===== src/rtl/rpalloc_pkg.sv =====
// ----------------------------------------------------------------------------
// rpalloc_pkg: shared definitions for the ref-counted page allocator
// Field widths, function and status codes, controller states and the
// command/status bundles between controller and datapath.
// ----------------------------------------------------------------------------
package rpalloc_pkg;

    // Field widths of the request and response channels
    localparam int PAGE_W = 12;
    localparam int FUNC_W = 3;
    localparam int STAT_W = 2;
    localparam int REF_W  = 8;
    localparam int FREE_W = 13;

    // Default sizing of the page store
    localparam int NUM_PAGES_DEF  = 4096;
    localparam int COUNT_BITS_DEF = 8;

    // Function codes
    localparam logic [FUNC_W-1:0] FUNC_ALLOC = 3'd0;
    localparam logic [FUNC_W-1:0] FUNC_FREE  = 3'd1;
    localparam logic [FUNC_W-1:0] FUNC_INC   = 3'd2;
    localparam logic [FUNC_W-1:0] FUNC_DEC   = 3'd3;
    localparam logic [FUNC_W-1:0] FUNC_QUERY = 3'd4;
    localparam logic [FUNC_W-1:0] FUNC_INIT  = 3'd5;

    // Status codes
    localparam logic [STAT_W-1:0] STAT_OK    = 2'd0;
    localparam logic [STAT_W-1:0] STAT_RANGE = 2'd1;
    localparam logic [STAT_W-1:0] STAT_NOMEM = 2'd2;
    localparam logic [STAT_W-1:0] STAT_COUNT = 2'd3;

    // Controller states
    typedef enum logic [1:0] {
        CS_IDLE,
        CS_INIT,
        CS_EXEC
    } ctrl_state_t;

    // Commands from controller to datapath
    typedef struct packed {
        logic accept;      // capture request, launch memory reads
        logic init_start;  // clear stack depth and init walker
        logic init_step;   // process one page of the init walk
        logic commit;      // write back and load the response register
    } dp_cmd_t;

    // Status from datapath to controller
    typedef struct packed {
        logic req_is_init; // request on the channel is an init
        logic init_last;   // init walker sits on the last page
        logic out_free;    // response register can take a new result
    } dp_status_t;

endpackage


===== src/rtl/rpalloc_ctrl.sv =====
// ----------------------------------------------------------------------------
// rpalloc_ctrl: sequencing controller of the page allocator
// Accepts one request at a time, runs the init walk and issues the
// write-back once the response register is free.
// ----------------------------------------------------------------------------
module rpalloc_ctrl (
    input  logic                   clk,
    input  logic                   rst_n,
    input  logic                   req_valid,
    output logic                   req_ready,
    input  rpalloc_pkg::dp_status_t status,
    output rpalloc_pkg::dp_cmd_t    cmd
);
    import rpalloc_pkg::*;

    ctrl_state_t state_reg;
    ctrl_state_t state_next;
    logic        req_fire;

    assign req_fire = (state_reg == CS_IDLE) && req_valid;

    // State register
    always_ff @(posedge clk or negedge rst_n)
    begin
        if (!rst_n)
        begin
            state_reg <= CS_IDLE;
        end
        else
        begin
            state_reg <= state_next;
        end
    end

    // Next state
    always_comb
    begin
        state_next = state_reg;
        unique case (state_reg)
            CS_IDLE:
            begin
                if (req_fire)
                begin
                    state_next = status.req_is_init ? CS_INIT : CS_EXEC;
                end
            end
            CS_INIT:
            begin
                if (status.init_last)
                begin
                    state_next = CS_EXEC;
                end
            end
            CS_EXEC:
            begin
                if (status.out_free)
                begin
                    state_next = CS_IDLE;
                end
            end
            default:
            begin
                state_next = CS_IDLE;
            end
        endcase
    end

    // Outputs
    always_comb
    begin
        req_ready      = (state_reg == CS_IDLE);
        cmd.accept     = req_fire;
        cmd.init_start = req_fire && status.req_is_init;
        cmd.init_step  = (state_reg == CS_INIT);
        cmd.commit     = (state_reg == CS_EXEC) && status.out_free;
    end

endmodule


===== config.mk =====
export PLATFORM = sky130hd
export DESIGN_NAME = rpalloc_ctrl
export DESIGN_NICKNAME = d
export VERILOG_FILES = /design/src/rtl/rpalloc_pkg.sv /design/src/rtl/rpalloc_ctrl.sv
export SDC_FILE = /design/constraint.sdc
export NUM_CORES = 1
export LEC_CHECK = 0
export ABC_AREA = 1
export BUFFER_PORTS_ARGS = -buffer_cell sky130_fd_sc_hd__clkbuf_2
export CAP_MARGIN = 10
export CORE_AREA = 5 5 42 44
export CTS_CLUSTER_DIAMETER = 60
export DETAILED_ROUTE_END_ITERATION = 6
export DIE_AREA = 0 0 47 49
export REMOVE_ABC_BUFFERS = 1
export SYNTH_ARGS = -nofsm -noshare
export SYNTH_HDL_FRONTEND = slang
export SYNTH_SLANG_ARGS = --single-unit

===== constraint.sdc =====
create_clock -name clk -period 1.3 [get_ports clk]
set_input_delay 0.325 -clock clk [delete_from_list [all_inputs] [get_ports clk]]
set_output_delay 0.325 -clock clk [all_outputs]
set_load 0.02 [all_outputs]

Yosys cells after proc, flatten, opt, wreduce, memory -nomap -nowiden
Index checks and enable logic that the tools add are counted.

operators by class
  eq/ne operators = 5
  multiplexer cells = 5
  reduce and logical (&&, ||, !) cells = 5

operators by type and width
  cell                number
  $mux 2              4
  $pmux 2 s3          1
  $ne 2x2->1 const B  2
  $logic_and 1x1->1   3
  $reduce_and 3->1    1
  $eq 2x1->1 const B  1
  $eq 2x2->1 const B  1
  $logic_not 2->1     1
  $ne 2x1->1 const B  1

word-level totals
  bits in registers = 2
  input bits = 6
  output and inout port bits = 5
  logic and storage cells = 16

Depth between registers and ports, before layout
Gate-level depths: netlist (run 1).

  depth after elaboration = 4
  mapped depth = 6
  depth with buffers taken out = 6

Least setup slack after synthesis (run 1)
OpenSTA, ideal clock, no wires.

  path type = reg2out
  from = register state_reg[0]
  to = output port cmd[2] in the netlist's numbering
  data arrival time = 1.073 ns
  required time = 0.975 ns
  path slack = -0.098 ns
  cell stages (with the launch flop) = 4
  buffers on the path = 0
  cell sequence = dfrtp_1 > nor2_2 > nand2_1 > nor2_1

RTL lines
  what                    line                RTL
  from (decl)             rpalloc_ctrl.sv:16  ctrl_state_t state_reg;
  from (signal assigned)  rpalloc_ctrl.sv:31  state_reg <= state_next;
  to (decl)               rpalloc_ctrl.sv:12  output rpalloc_pkg::dp_cmd_t cmd

==> results of run 1 <==
==> worst paths after layout <==
check	to	slack [ns]	cells past startpoint
max	cmd[2]	-0.12	4
min	state_reg[0]$_DFFE_PN0P_	0.37	3
max reg2reg	state_reg[1]$_DFFE_PN0P_	0.23	7
min reg2reg	state_reg[0]$_DFFE_PN0P_	0.62	3
max in group asynchronous	state_reg[1]$_DFFE_PN0P_	0.77	2
min in group asynchronous	state_reg[0]$_DFFE_PN0P_	0.42	2
==> layout make-up <==
type                    count  area (µm²)
clock buffers               3       22.52
fillers                   165        1099
repair buffers             15       120.1
inverters                   6       22.52
multi-input cells          15       66.31
flip-flops and latches      2       51.30
well taps                  16       20.02
==> metal layers <==
metal	GRT usage, %	vias to the layer above
met5	0	-
met2	7.466	7
met3	3.321	3
li1	-	105
met4	8.295	0
met1	3.070	88
==> Yosys cell counts (all sizes together) <==
master | instances | area [µm²]
nand2 | 7 | 26.28
dfrtp | 2 | 50.05
nand3 | 1 | 5.000
nor2 | 4 | 20.02
o21ai | 1 | 5.000
nor3 | 2 | 10.01
buf | 1 | 7.510
inv | 6 | 22.52
==> cells in the final DEF (no fill, tap or decap), drive strengths merged <==
master       Yosys  routed
clkbuf           0      10
nand2            7       7
buf              1       7
inv              6       6
nor2             4       4
nor3             2       2
dfrtp            2       2
nand3            1       1
o21ai            1       1
dlygate4sd3      0       1
==> cell families (layout without fill, tap and decap cells) <==
group           after synthesis  count (layout)  synth area share [%]
simple gates                 14              14                 41.88
buf+inv                       7              24                 20.51
flops                         2               2                 34.19
compound gates                1               1                 3.416
==> per-stage QoR <==
| step | setup WS (ns) | total power (W) |
|---|---|---|
| after global placement | 0.09871 | 0.0003803 |
| after detailed placement | 0.09899 | 0.0003817 |
| after CTS | -0.1478 | 0.0005980 |
| final | -0.1249 | 0.0006719 |
| after floorplan | -0.09798 | 0.0002811 |
| after global routing | -0.1847 | 0.0007259 |
==> timing repair <==
| item | CTS | global route |
|---|---|---|
| hold buffers | 1 | 0 |
| buffers inserted | 1 | 2 |
| endpoints found under the hold margin | 2 | 0 |
| setup endpoints to repair | 5 | 5 |
| gates cloned | 0 | 0 |
| resized for setup | 6 | 6 |
==> report_power, final <==
| part | total, W | switching [W] | internal (W) | leakage (nW) |
|---|---|---|---|---|
| clock network | 0.000143 | 0.0000403 | 0.000102 | 0.0138 |
| registers | 0.000121 | 0.0000321 | 0.0000888 | 0.0244 |
| logic | 0.000408 | 0.000185 | 0.000223 | 0.138 |
| total | 0.000672 | 0.000257 | 0.000414 | 0.176 |
==> worst reg2reg max path: cells and delay by family, from the launching register on <==
kind                   cells  cell delay, ns
flip-flops                 1            0.40
AND/OR/NAND/NOR            4            0.27
buffers and inverters      3            0.30
==> results by group, run 1 <==
Synthesis
  • Yosys warns: 0
  • Number of instances in the synthesized netlist: 24
  • Number of different library cells in the post-synthesis netlist: 10
  • Post-Syn Area per Cell: 6.100 µm²
  • Area of the mapped netlist: 146.4 µm²
  • Number of storage elements in the synthesis netlist: 2
  • Sequential area share after synthesis: 34.19%

Timing
  • Unrepaired setup endpoints after global routing: true
  • Max Clock Freq: 0.7018 GHz
  • Fin. Hold Viols: 0
  • Final Worst Setup Slack: -0.1249 ns
  • Relative slew margins: 88.34%
  • Worst hold margin: 0.3726 ns
  • Final Max Slew Viols: 0
  • Number of setup violations in the final report: 5
  • Worst-Margin Slew: 0.1735 ns
  • Final clock skew: 0.003538 ns
  • Ratio of final minimum period to clock period: 109.6%
  • Minimum clock period after layout: 1.425 ns
  • Sum of negative setup slack: -0.3880 ns

Final layout
  • Final core area utilization: 21.61%
  • Post-Layout Cell Count: 57
  • Fraction of layout cells with a size suffix above 1: 51.22%
  • Number of flip-flops in the largest register: 2
  • Antenna fix cells: 0
  • Area growth from synthesis to final layout: 106.8%
  • Final design instance area without fill: 302.8 µm²
  • Number of nets at the end of the flow: 49

Worst setup path
  • Cells traversed along the worst timing path: nor2_2 > nand2_1 > nor2_1 > buf_4
  • Crit path launch type: flip-flop
  • Arrival time of the worst setup path: 1.10 ns
  • Number of buffers and inverters on the critical path: 1
  • Kind of critical path: reg2out
  • Required time worst endpoint: 0.98 ns
  • Worst stage delay on the critical path: 0.40 ns
  • Critical path origin: state_reg[0]$_DFFE_PN0P_
  • Crit-path slowest cell: dfrtp_1
  • Startpoint of the worst register-to-register path: state_reg[0]$_DFFE_PN0P_
  • Max FO, Critical Path: 4
  • Top Family by Delay on Critical Path: flip-flops
  • Endpoint kind of the worst setup timing path: output port

Detailed routing
  • DR vias: 203
  • Number of antenna-violating nets in the routed design: 0
  • DR top layer: met4
  • Total wirelength of the detailed-routed design: 451 µm
  • Number of vias per cell: 3.561
  • Residual DRC: 0
  • Router iterations before antenna repair: 2
  • Post-DR wirelength/cell: 7.912 µm
  • Routed length on met2: 249 µm
  • Wire length on met1: 144 µm
  • Iter 0 DRT Violations: 1
  • Met3 routed WL: 40 µm

GRT
  • Total routing usage reported by global routing: 5.208%
  • Gr ovfl total: 0
  • Initial antenna violation count: 0
  • Via count of the first global-routing pass: 210
  • Largest net degree at the start of global routing: 6
  • Wire length of the first global-routing pass: 717 µm

Die
  • Chip Height: 49 µm
  • Site Rows: 14
  • Placeable core area: 0.001401 mm²
  • Num ports: 11
  • Die footprint: 0.002303 mm²
  • Effective utilization at floorplan: 10.45%
  • Die Span X: 47 µm

Placement
  • DP Wirelength: 322.4 µm
  • Port buffer count: 10
  • Weighted congestion reported at the end of routability-driven placement: 0.6309
  • Placed insts: 50
  • Area of placed instances: 216.5 µm²

Clocking
  • Clock tree from TritonCTS: done
  • Latest clock arrival within the worst-skew pair: 0.23 ns
  • Buffer depth of the longest clock path: 2
  • H-tree depth: 1
  • Clock edge transition at the registers on the reported setup and hold paths: 0.03 ns
  • Clock net sink count: 2
  • Number of buffers created by CTS: 3
  • Root Buffer: clkbuf_4

Run
  • Max cap viols: 0

Min path
  • Min-Delay Path Class: in2reg
  • Worst hold path startpoint: status[2]

Pwr
  • Leakage: 0.1758 nW
  • Worst VDD drop: 0.3639 mV
  • Total power divided by cell area: 2219 mW/mm²

Outcome
  • Run status: finished with violations
  • Violated checks: setup timing
Power figures use the tool's default switching activity.
==> run 2: changes to the inputs <==
--- a/config.mk
+++ b/config.mk
@@ -8,10 +8,13 @@
 export ABC_AREA = 1
 export BUFFER_PORTS_ARGS = -buffer_cell sky130_fd_sc_hd__clkbuf_2
 export CAP_MARGIN = 10
+export CELL_PAD_IN_SITES_DETAIL_PLACEMENT = 2
+export CELL_PAD_IN_SITES_GLOBAL_PLACEMENT = 2
 export CORE_AREA = 5 5 42 44
 export CTS_CLUSTER_DIAMETER = 60
 export DETAILED_ROUTE_END_ITERATION = 6
 export DIE_AREA = 0 0 47 49
+export PLACE_DENSITY_LB_ADDON = 0.1
 export REMOVE_ABC_BUFFERS = 1
 export SYNTH_ARGS = -nofsm -noshare
 export SYNTH_HDL_FRONTEND = slang
==> run 2 against run 1 <==
- the flow still finishes with violations (setup timing)
- highest routed layer is now met3
- total power increased by 18%
- sequential power is essentially flat
- sequential share of layout area shrank 2.5 points
- via count increased by 14%
- largest power group unchanged
- register-to-register slack hardly changed
- combinational power increased by 30%
- worst setup slack got worse by 0.014 ns
==> results by group, run 2 (same netlist as run 1, synthesis figures left out) <==
Timing
  • Final Worst Setup Slack: -0.1388 ns (-0.01395 ns)
  • Number of setup violations in the final report: 5 (unchanged)
  • Max Clock Freq: 0.6950 GHz (-0.97%)
  • Worst-Margin Slew: 0.1344 ns (-0.03912 ns)
  • Final clock skew: 0.001787 ns (-0.001751 ns)
  • Final Max Slew Viols: 0 (unchanged)
  • Relative slew margins: 91.03% (+2.7 points)
  • Ratio of final minimum period to clock period: 110.7% (+1.1 points)
  • Fin. Hold Viols: 0 (unchanged)
  • Unrepaired setup endpoints after global routing: true
  • Minimum clock period after layout: 1.439 ns (+0.01395 ns)

Placement
  • Placed insts: 50 (unchanged)
  • Weighted congestion reported at the end of routability-driven placement: 0.6893 (+9.3%)
  • Port buffer count: 10 (unchanged)
  • DP Wirelength: 455.6 µm (+41%)
  • Worst setup timing slack at the placement stage: 0.04748 ns (-0.05151 ns)

Worst setup path
  • Endpoint kind of the worst setup timing path: output port
  • Terminus of the critical flop-to-flop path: state_reg[1]$_DFFE_PN0P_
  • Reg-to-reg setup timing slack: 0.22 ns (about the same)
  • Top Family by Delay on Critical Path: flip-flops
  • Logic depth of the worst register-to-register path: 6 (-1)
  • Crit-path slowest cell: dfrtp_2
  • Kind of critical path: reg2out
  • Arrival time of the worst setup path: 1.11 ns (about the same)
  • Number of buffers and inverters on the critical path: 3 (+2)
  • Cells traversed along the worst timing path: buf_4 > buf_6 > nor2_4 > buf_8
  • Crit path launch type: flip-flop
  • Max FO, Critical Path: 4 (unchanged)
  • Worst stage delay on the critical path: 0.42 ns (+0.02 ns)
  • Startpoint of the worst register-to-register path: state_reg[1]$_DFFE_PN0P_
  • Required time worst endpoint: 0.98 ns (about the same)

Pwr
  • Worst VDD drop: 0.6741 mV (+85%)
  • Total power divided by cell area: 2176 mW/mm² (-1.9%)
  • Leakage: 0.2035 nW (+16%)

GRT
  • Initial antenna violation count: 0 (unchanged)
  • Largest net degree at the start of global routing: 5 (-1)
  • Wire length of the first global-routing pass: 1041 µm (+45%)
  • Total routing usage reported by global routing: 6.408% (+1.2 points)
  • Via count of the first global-routing pass: 267 (+27%)
  • Gr ovfl total: 0 (unchanged)

Detailed routing
  • DR vias: 231 (+14%)
  • Iter 0 DRT Violations: 0 (-1)
  • Number of vias per cell: 3.726 (+4.6%)
  • Total wirelength of the detailed-routed design: 599 µm (+33%)
  • Residual DRC: 0 (unchanged)
  • Post-DR wirelength/cell: 9.661 µm (+22%)
  • Number of antenna-violating nets in the routed design: 0 (unchanged)
  • Router iterations before antenna repair: 1 (-1)

Final layout
  • Post-Layout Cell Count: 62 (+8.8%)
  • Number of nets at the end of the flow: 54 (+10%)
  • Antenna fix cells: 0 (unchanged)
  • Area growth from synthesis to final layout: 148.7%
  • Most common library cell in the layout ignoring fill and taps: buf_4
  • Commonest non-fill, non-tap cells in the layout: buf_4, nand2_1, clkbuf_2, inv_1, clkbuf_4
  • Fraction of layout cells with a size suffix above 1: 65.22% (+14 points)
  • Number of flip-flops in the largest register: 2 (unchanged)
  • Filler cells: 180 (+9.1%)

Clocking
  • Latest clock arrival within the worst-skew pair: 0.22 ns (about the same)
  • Clock edge transition at the registers on the reported setup and hold paths: 0.03 ns (about the same)
  • Buffer depth of the longest clock path: 2 (unchanged)
  • Number of buffers created by CTS: 3 (unchanged)
  • Clock tree from TritonCTS: done
  • H-tree depth: 1 (unchanged)
  • Clock net sink count: 2 (unchanged)
  • Root Buffer: clkbuf_4

Outcome
  • Violated checks: setup timing
  • Run status: finished with violations

Die
  • Site Rows: 14 (unchanged)
  • Die Span X: 47 µm (unchanged)
  • Effective utilization at floorplan: 10.45% (unchanged)
  • Die footprint: 0.002303 mm² (unchanged)
  • Chip Height: 49 µm (unchanged)
  • Placeable core area: 0.001401 mm² (unchanged)
  • Num ports: 11 (unchanged)

Min path
  • Worst hold path startpoint: status[2]
  • Min-Delay Path Depth: 3 (unchanged)
  • Min-Delay Path Class: in2reg
  • Hold-critical path endpoint: state_reg[0]$_DFFE_PN0P_

Run
  • Max cap viols: 0 (unchanged)
run 2: through the flow:
step | power (W) | TNS [ns] | utilization, % | instance area, µm² | hold slack [ns]
after floorplan | 0.0002811 | -0.09798 | - | 138.9 | 0.02941
after global placement | 0.0003925 | 0 | 15.45 | 216.5 | 0.1111
after detailed placement | 0.0003991 | 0 | 15.45 | 216.5 | 0.1129
after CTS | 0.0007194 | -0.6009 | 23.48 | 329.1 | 0.4006
after global routing | 0.0008600 | -0.7771 | 25.98 | 364.1 | 0.4060
final | 0.0007924 | -0.5224 | 25.98 | 364.1 | 0.3900
run 2: timing repair:
item / in CTS / in global routing
endpoints found under the setup margin: 5 / 5
pin swaps: 3 / 2
hold buffers: 1 / 0
gates resized for setup: 13 / 8
endpoints found under the hold margin: 2 / 0
setup buffers: 6 / 3
run 2: layout make-up:
class | count | area (µm²) | share of cell area, %
inverters | 6 | 25.02 | 6.873
well taps | 16 | 20.02 | 5.498
multi-input cells | 15 | 81.33 | 22.34
clock buffers | 3 | 22.52 | 6.186
flip-flops and latches | 2 | 52.55 | 14.43
repair buffers | 20 | 162.7 | 44.67
run 2: tightest hold or removal path, cell delays in order:
cell and delay [ns]:
clkbuf_2 0.09, nand2_1 0.08, o21ai_1 0.06
run 2: how the worst max path moves through the flow:
| stage | startpoint | to | slack (ns) | depth (start not counted) |
|---|---|---|---|---|
| after floorplan | state_reg[0]$_DFFE_PN0P_ | cmd[2] | -0.1 | 3 |
| after detailed placement | state_reg[1]$_DFFE_PN0P_ | cmd[0] | 0.05 | 3 |
| final | state_reg[1]$_DFFE_PN0P_ | cmd[1] | -0.14 | 4 |
| after global routing | state_reg[1]$_DFFE_PN0P_ | cmd[2] | -0.19 | 4 |
| after global placement | state_reg[0]$_DFFE_PN0P_ | cmd[2] | 0.09 | 4 |
| after CTS | state_reg[1]$_DFFE_PN0P_ | cmd[2] | -0.18 | 4 |
run 2: power by group:
group / total [W] / internal [W] / switching [W]
clock: 0.000136 / 0.000102 / 0.0000344
sequential: 0.000124 / 0.0000907 / 0.0000337
combinational: 0.000532 / 0.000299 / 0.000233
total: 0.000792 / 0.000491 / 0.000301
run 2: metal layers:
metal | GRT usage [%] | part of all wire, % | vias up
met4 | 5.530 | 0 | 0
li1 | - | - | 114
met3 | 1.107 | 6.0 | 0
met5 | 0 | 0 | -
met1 | 6.813 | 34 | 112
met2 | 10.18 | 60 | 5
==> run 3: changes to the inputs <==
--- a/config.mk
+++ b/config.mk
@@ -15,7 +15,6 @@
 export DETAILED_ROUTE_END_ITERATION = 6
 export DIE_AREA = 0 0 47 49
 export PLACE_DENSITY_LB_ADDON = 0.1
-export REMOVE_ABC_BUFFERS = 1
 export SYNTH_ARGS = -nofsm -noshare
 export SYNTH_HDL_FRONTEND = slang
 export SYNTH_SLANG_ARGS = --single-unit
==> run 3 against run 2 <==
- the flow still finishes with violations (setup timing)
- worst setup slack improved by 0.013 ns
- critical path type unchanged
- routed wire length decreased by 2.5%
- sequential cell count unchanged
- first-iteration DRC count up 1
- worst hold slack worse by 0.018 ns
- combinational power fell by 9.0%
==> results by group, run 3 (same netlist as run 1, synthesis figures left out) <==
Worst setup path
  • Terminus of the critical flop-to-flop path: state_reg[1]$_DFFE_PN0P_
  • Reg-to-reg setup timing slack: 0.17 ns (-0.05 ns)
  • Required time worst endpoint: 0.98 ns (about the same)
  • Endpoint kind of the worst setup timing path: output port
  • Crit path launch type: flip-flop
  • Kind of critical path: reg2out
  • Logic depth of the worst register-to-register path: 7 (+1)
  • Max FO, Critical Path: 5 (+1)
  • Capture point of the worst path: req_ready
  • Arrival time of the worst setup path: 1.10 ns (about the same)
  • Critical path origin: state_reg[1]$_DFFE_PN0P_
  • Startpoint of the worst register-to-register path: state_reg[1]$_DFFE_PN0P_

Outcome
  • Violated checks: setup timing
  • Run status: finished with violations

GRT
  • Initial antenna violation count: 0 (unchanged)
  • Wire length of the first global-routing pass: 972 µm (-6.6%)
  • Via count of the first global-routing pass: 239 (-10%)
  • Gr ovfl total: 0 (unchanged)
  • Largest net degree at the start of global routing: 6 (+1)
  • Total routing usage reported by global routing: 5.982% (-0.43 points)

Detailed routing
  • DR vias: 210 (-9.1%)
  • Number of vias per cell: 3.621 (-2.8%)
  • Total wirelength of the detailed-routed design: 584 µm (-2.5%)
  • Router iterations before antenna repair: 2 (+1)
  • Post-DR wirelength/cell: 10.07 µm (+4.2%)
  • Residual DRC: 0 (unchanged)
  • Iter 0 DRT Violations: 1 (+1)
  • Number of antenna-violating nets in the routed design: 0 (unchanged)

Min path
  • Min-Delay Path Class: in2reg
  • Min-Delay Path Depth: 3 (unchanged)

Placement
  • Placed insts: 49 (-2.0%)
  • Area of placed instances: 216.5 µm² (unchanged)
  • Weighted congestion reported at the end of routability-driven placement: 0.6041 (-12%)
  • Port buffer count: 10 (unchanged)
  • Worst setup timing slack at the placement stage: 0.05653 ns (+0.009043 ns)
  • DP Wirelength: 431.7 µm (-5.2%)

Die
  • Die Span X: 47 µm (unchanged)
  • Site Rows: 14 (unchanged)
  • Die footprint: 0.002303 mm² (unchanged)
  • Chip Height: 49 µm (unchanged)
  • Num ports: 11 (unchanged)
  • Effective utilization at floorplan: 10.45% (unchanged)
  • Placeable core area: 0.001401 mm² (unchanged)

Timing
  • Final Worst Setup Slack: -0.1259 ns (+0.01290 ns)
  • Final clock skew: 0.000006786 ns (-0.001780 ns)
  • Max Clock Freq: 0.7013 GHz (+0.90%)
  • Relative slew margins: 89.02% (-2.0 points)
  • Final Max Slew Viols: 0 (unchanged)
  • Ratio of final minimum period to clock period: 109.7% (-0.99 points)
  • Worst-Margin Slew: 0.1634 ns (+0.02905 ns)
  • Fin. Hold Viols: 0 (unchanged)
  • Unrepaired setup endpoints after global routing: true
  • Number of setup violations in the final report: 5 (unchanged)
  • Minimum clock period after layout: 1.426 ns (-0.01290 ns)

Final layout
  • Fraction of layout cells with a size suffix above 1: 59.52% (-5.7 points)
  • Post-Layout Cell Count: 58 (-6.5%)
  • Number of flip-flops in the largest register: 2 (unchanged)
  • Antenna fix cells: 0 (unchanged)
  • Area growth from synthesis to final layout: 128.2%
  • Area taken by flip-flops and latches: 52.55 µm² (unchanged)
  • Filler cells: 176 (-2.2%)
  • Final core area utilization: 23.84% (-2.1 points)
  • Number of nets at the end of the flow: 50 (-7.4%)
  • Area of the multi-input gates: 81.33 µm² (unchanged)
  • Final design instance area without fill: 334.1 µm² (-8.2%)
  • Commonest non-fill, non-tap cells in the layout: nand2_1, buf_4, inv_1, clkbuf_2, clkbuf_4

Clocking
  • Buffer depth of the longest clock path: 2 (unchanged)
  • Clock net sink count: 2 (unchanged)
  • Clock tree from TritonCTS: done
  • H-tree depth: 1 (unchanged)
  • Latest clock arrival within the worst-skew pair: 0.22 ns (about the same)
  • Number of buffers created by CTS: 3 (unchanged)
  • Clock edge transition at the registers on the reported setup and hold paths: 0.03 ns (about the same)
  • Root Buffer: clkbuf_4

Run
  • Max cap viols: 0 (unchanged)

Pwr
  • Worst VDD drop: 0.5079 mV (-25%)
  • Total power divided by cell area: 2247 mW/mm² (+3.2%)
  • Leakage: 0.1830 nW (-10%)

Synthesis
  • Syn nets: 30
run 3: cell count changes in the layout (fill, tap and decap cells not counted):
cell / before / now
buf_4: 10 / 6
nor3_1: 0 / 2
nor3_2: 2 / 0
buf_6: 2 / 1
clkbuf_8: 0 / 1
inv_1: 4 / 5
inv_4: 1 / 0
nand2_1: 7 / 6
nand2_2: 0 / 1
nor2_1: 2 / 1
nor2_4: 1 / 2
run 3: cell type report:
type	count	share of cell area, %
timing repair buffer	16	40.45
sequential	2	15.73
clock buffer	3	6.742
multi-input combinational	15	24.34
tap	16	5.993
inverter	6	6.742
run 3: through the flow:
step | hold slack, ns | total power [W] | setup TNS [ns]
2_1_floorplan | 0.02941 | 0.0003111 | -0.02117
3_3_place_gp | 0.1164 | 0.0003846 | 0
5_1_grt | 0.3934 | 0.0008115 | -0.6509
4_1_cts | 0.3714 | 0.0006677 | -0.5389
6_report | 0.3721 | 0.0007507 | -0.3970
3_5_place_dp | 0.1162 | 0.0003864 | 0
run 3: timing repair:
action,in CTS,in global routing
hold buffers,1,0
endpoints found under the setup margin,5,5
pin swaps,1,1
resized for setup,12,5
hold endpoints to repair,2,0
cloned,0,0
setup buffers,2,3
run 3: critical path, stage by stage, from the launching register on:
cell	delay, ns
dfrtp_2	0.43
nor2_4	0.13
buf_4	0.12
buf_6	0.09
buf_8	0.10
run 3: how the worst min path moves through the flow:
stage	from	endpoint	slack, ns
finish	status[2]	state_reg[0]$_DFFE_PN0P_	0.37
global route	status[2]	state_reg[0]$_DFFE_PN0P_	0.39
CTS	status[2]	state_reg[0]$_DFFE_PN0P_	0.37
detailed placement	rst_n	state_reg[1]$_DFFE_PN0P_	0.12
global placement	rst_n	state_reg[1]$_DFFE_PN0P_	0.12
floorplan	rst_n	state_reg[0]$_DFFE_PN0P_	0.03
run 3: metal layers:
| layer | track usage (%) | routed length [µm] | up-vias | share of wire (%) |
|---|---|---|---|---|
| met5 | 0 | 0 | - | 0 |
| met4 | 4.147 | 0 | 0 | 0 |
| met3 | 2.214 | 37 | 0 | 6.3 |
| met2 | 9.955 | 348 | 5 | 60 |
| met1 | 5.702 | 198 | 98 | 34 |
| li1 | - | - | 107 | - |
run 3: where the power goes:
part	switching (W)	internal [W]	leakage, nW
Clock	0.0000351	0.000102	0.0138
Combinational	0.000220	0.000264	0.146
Sequential	0.0000393	0.0000907	0.0230
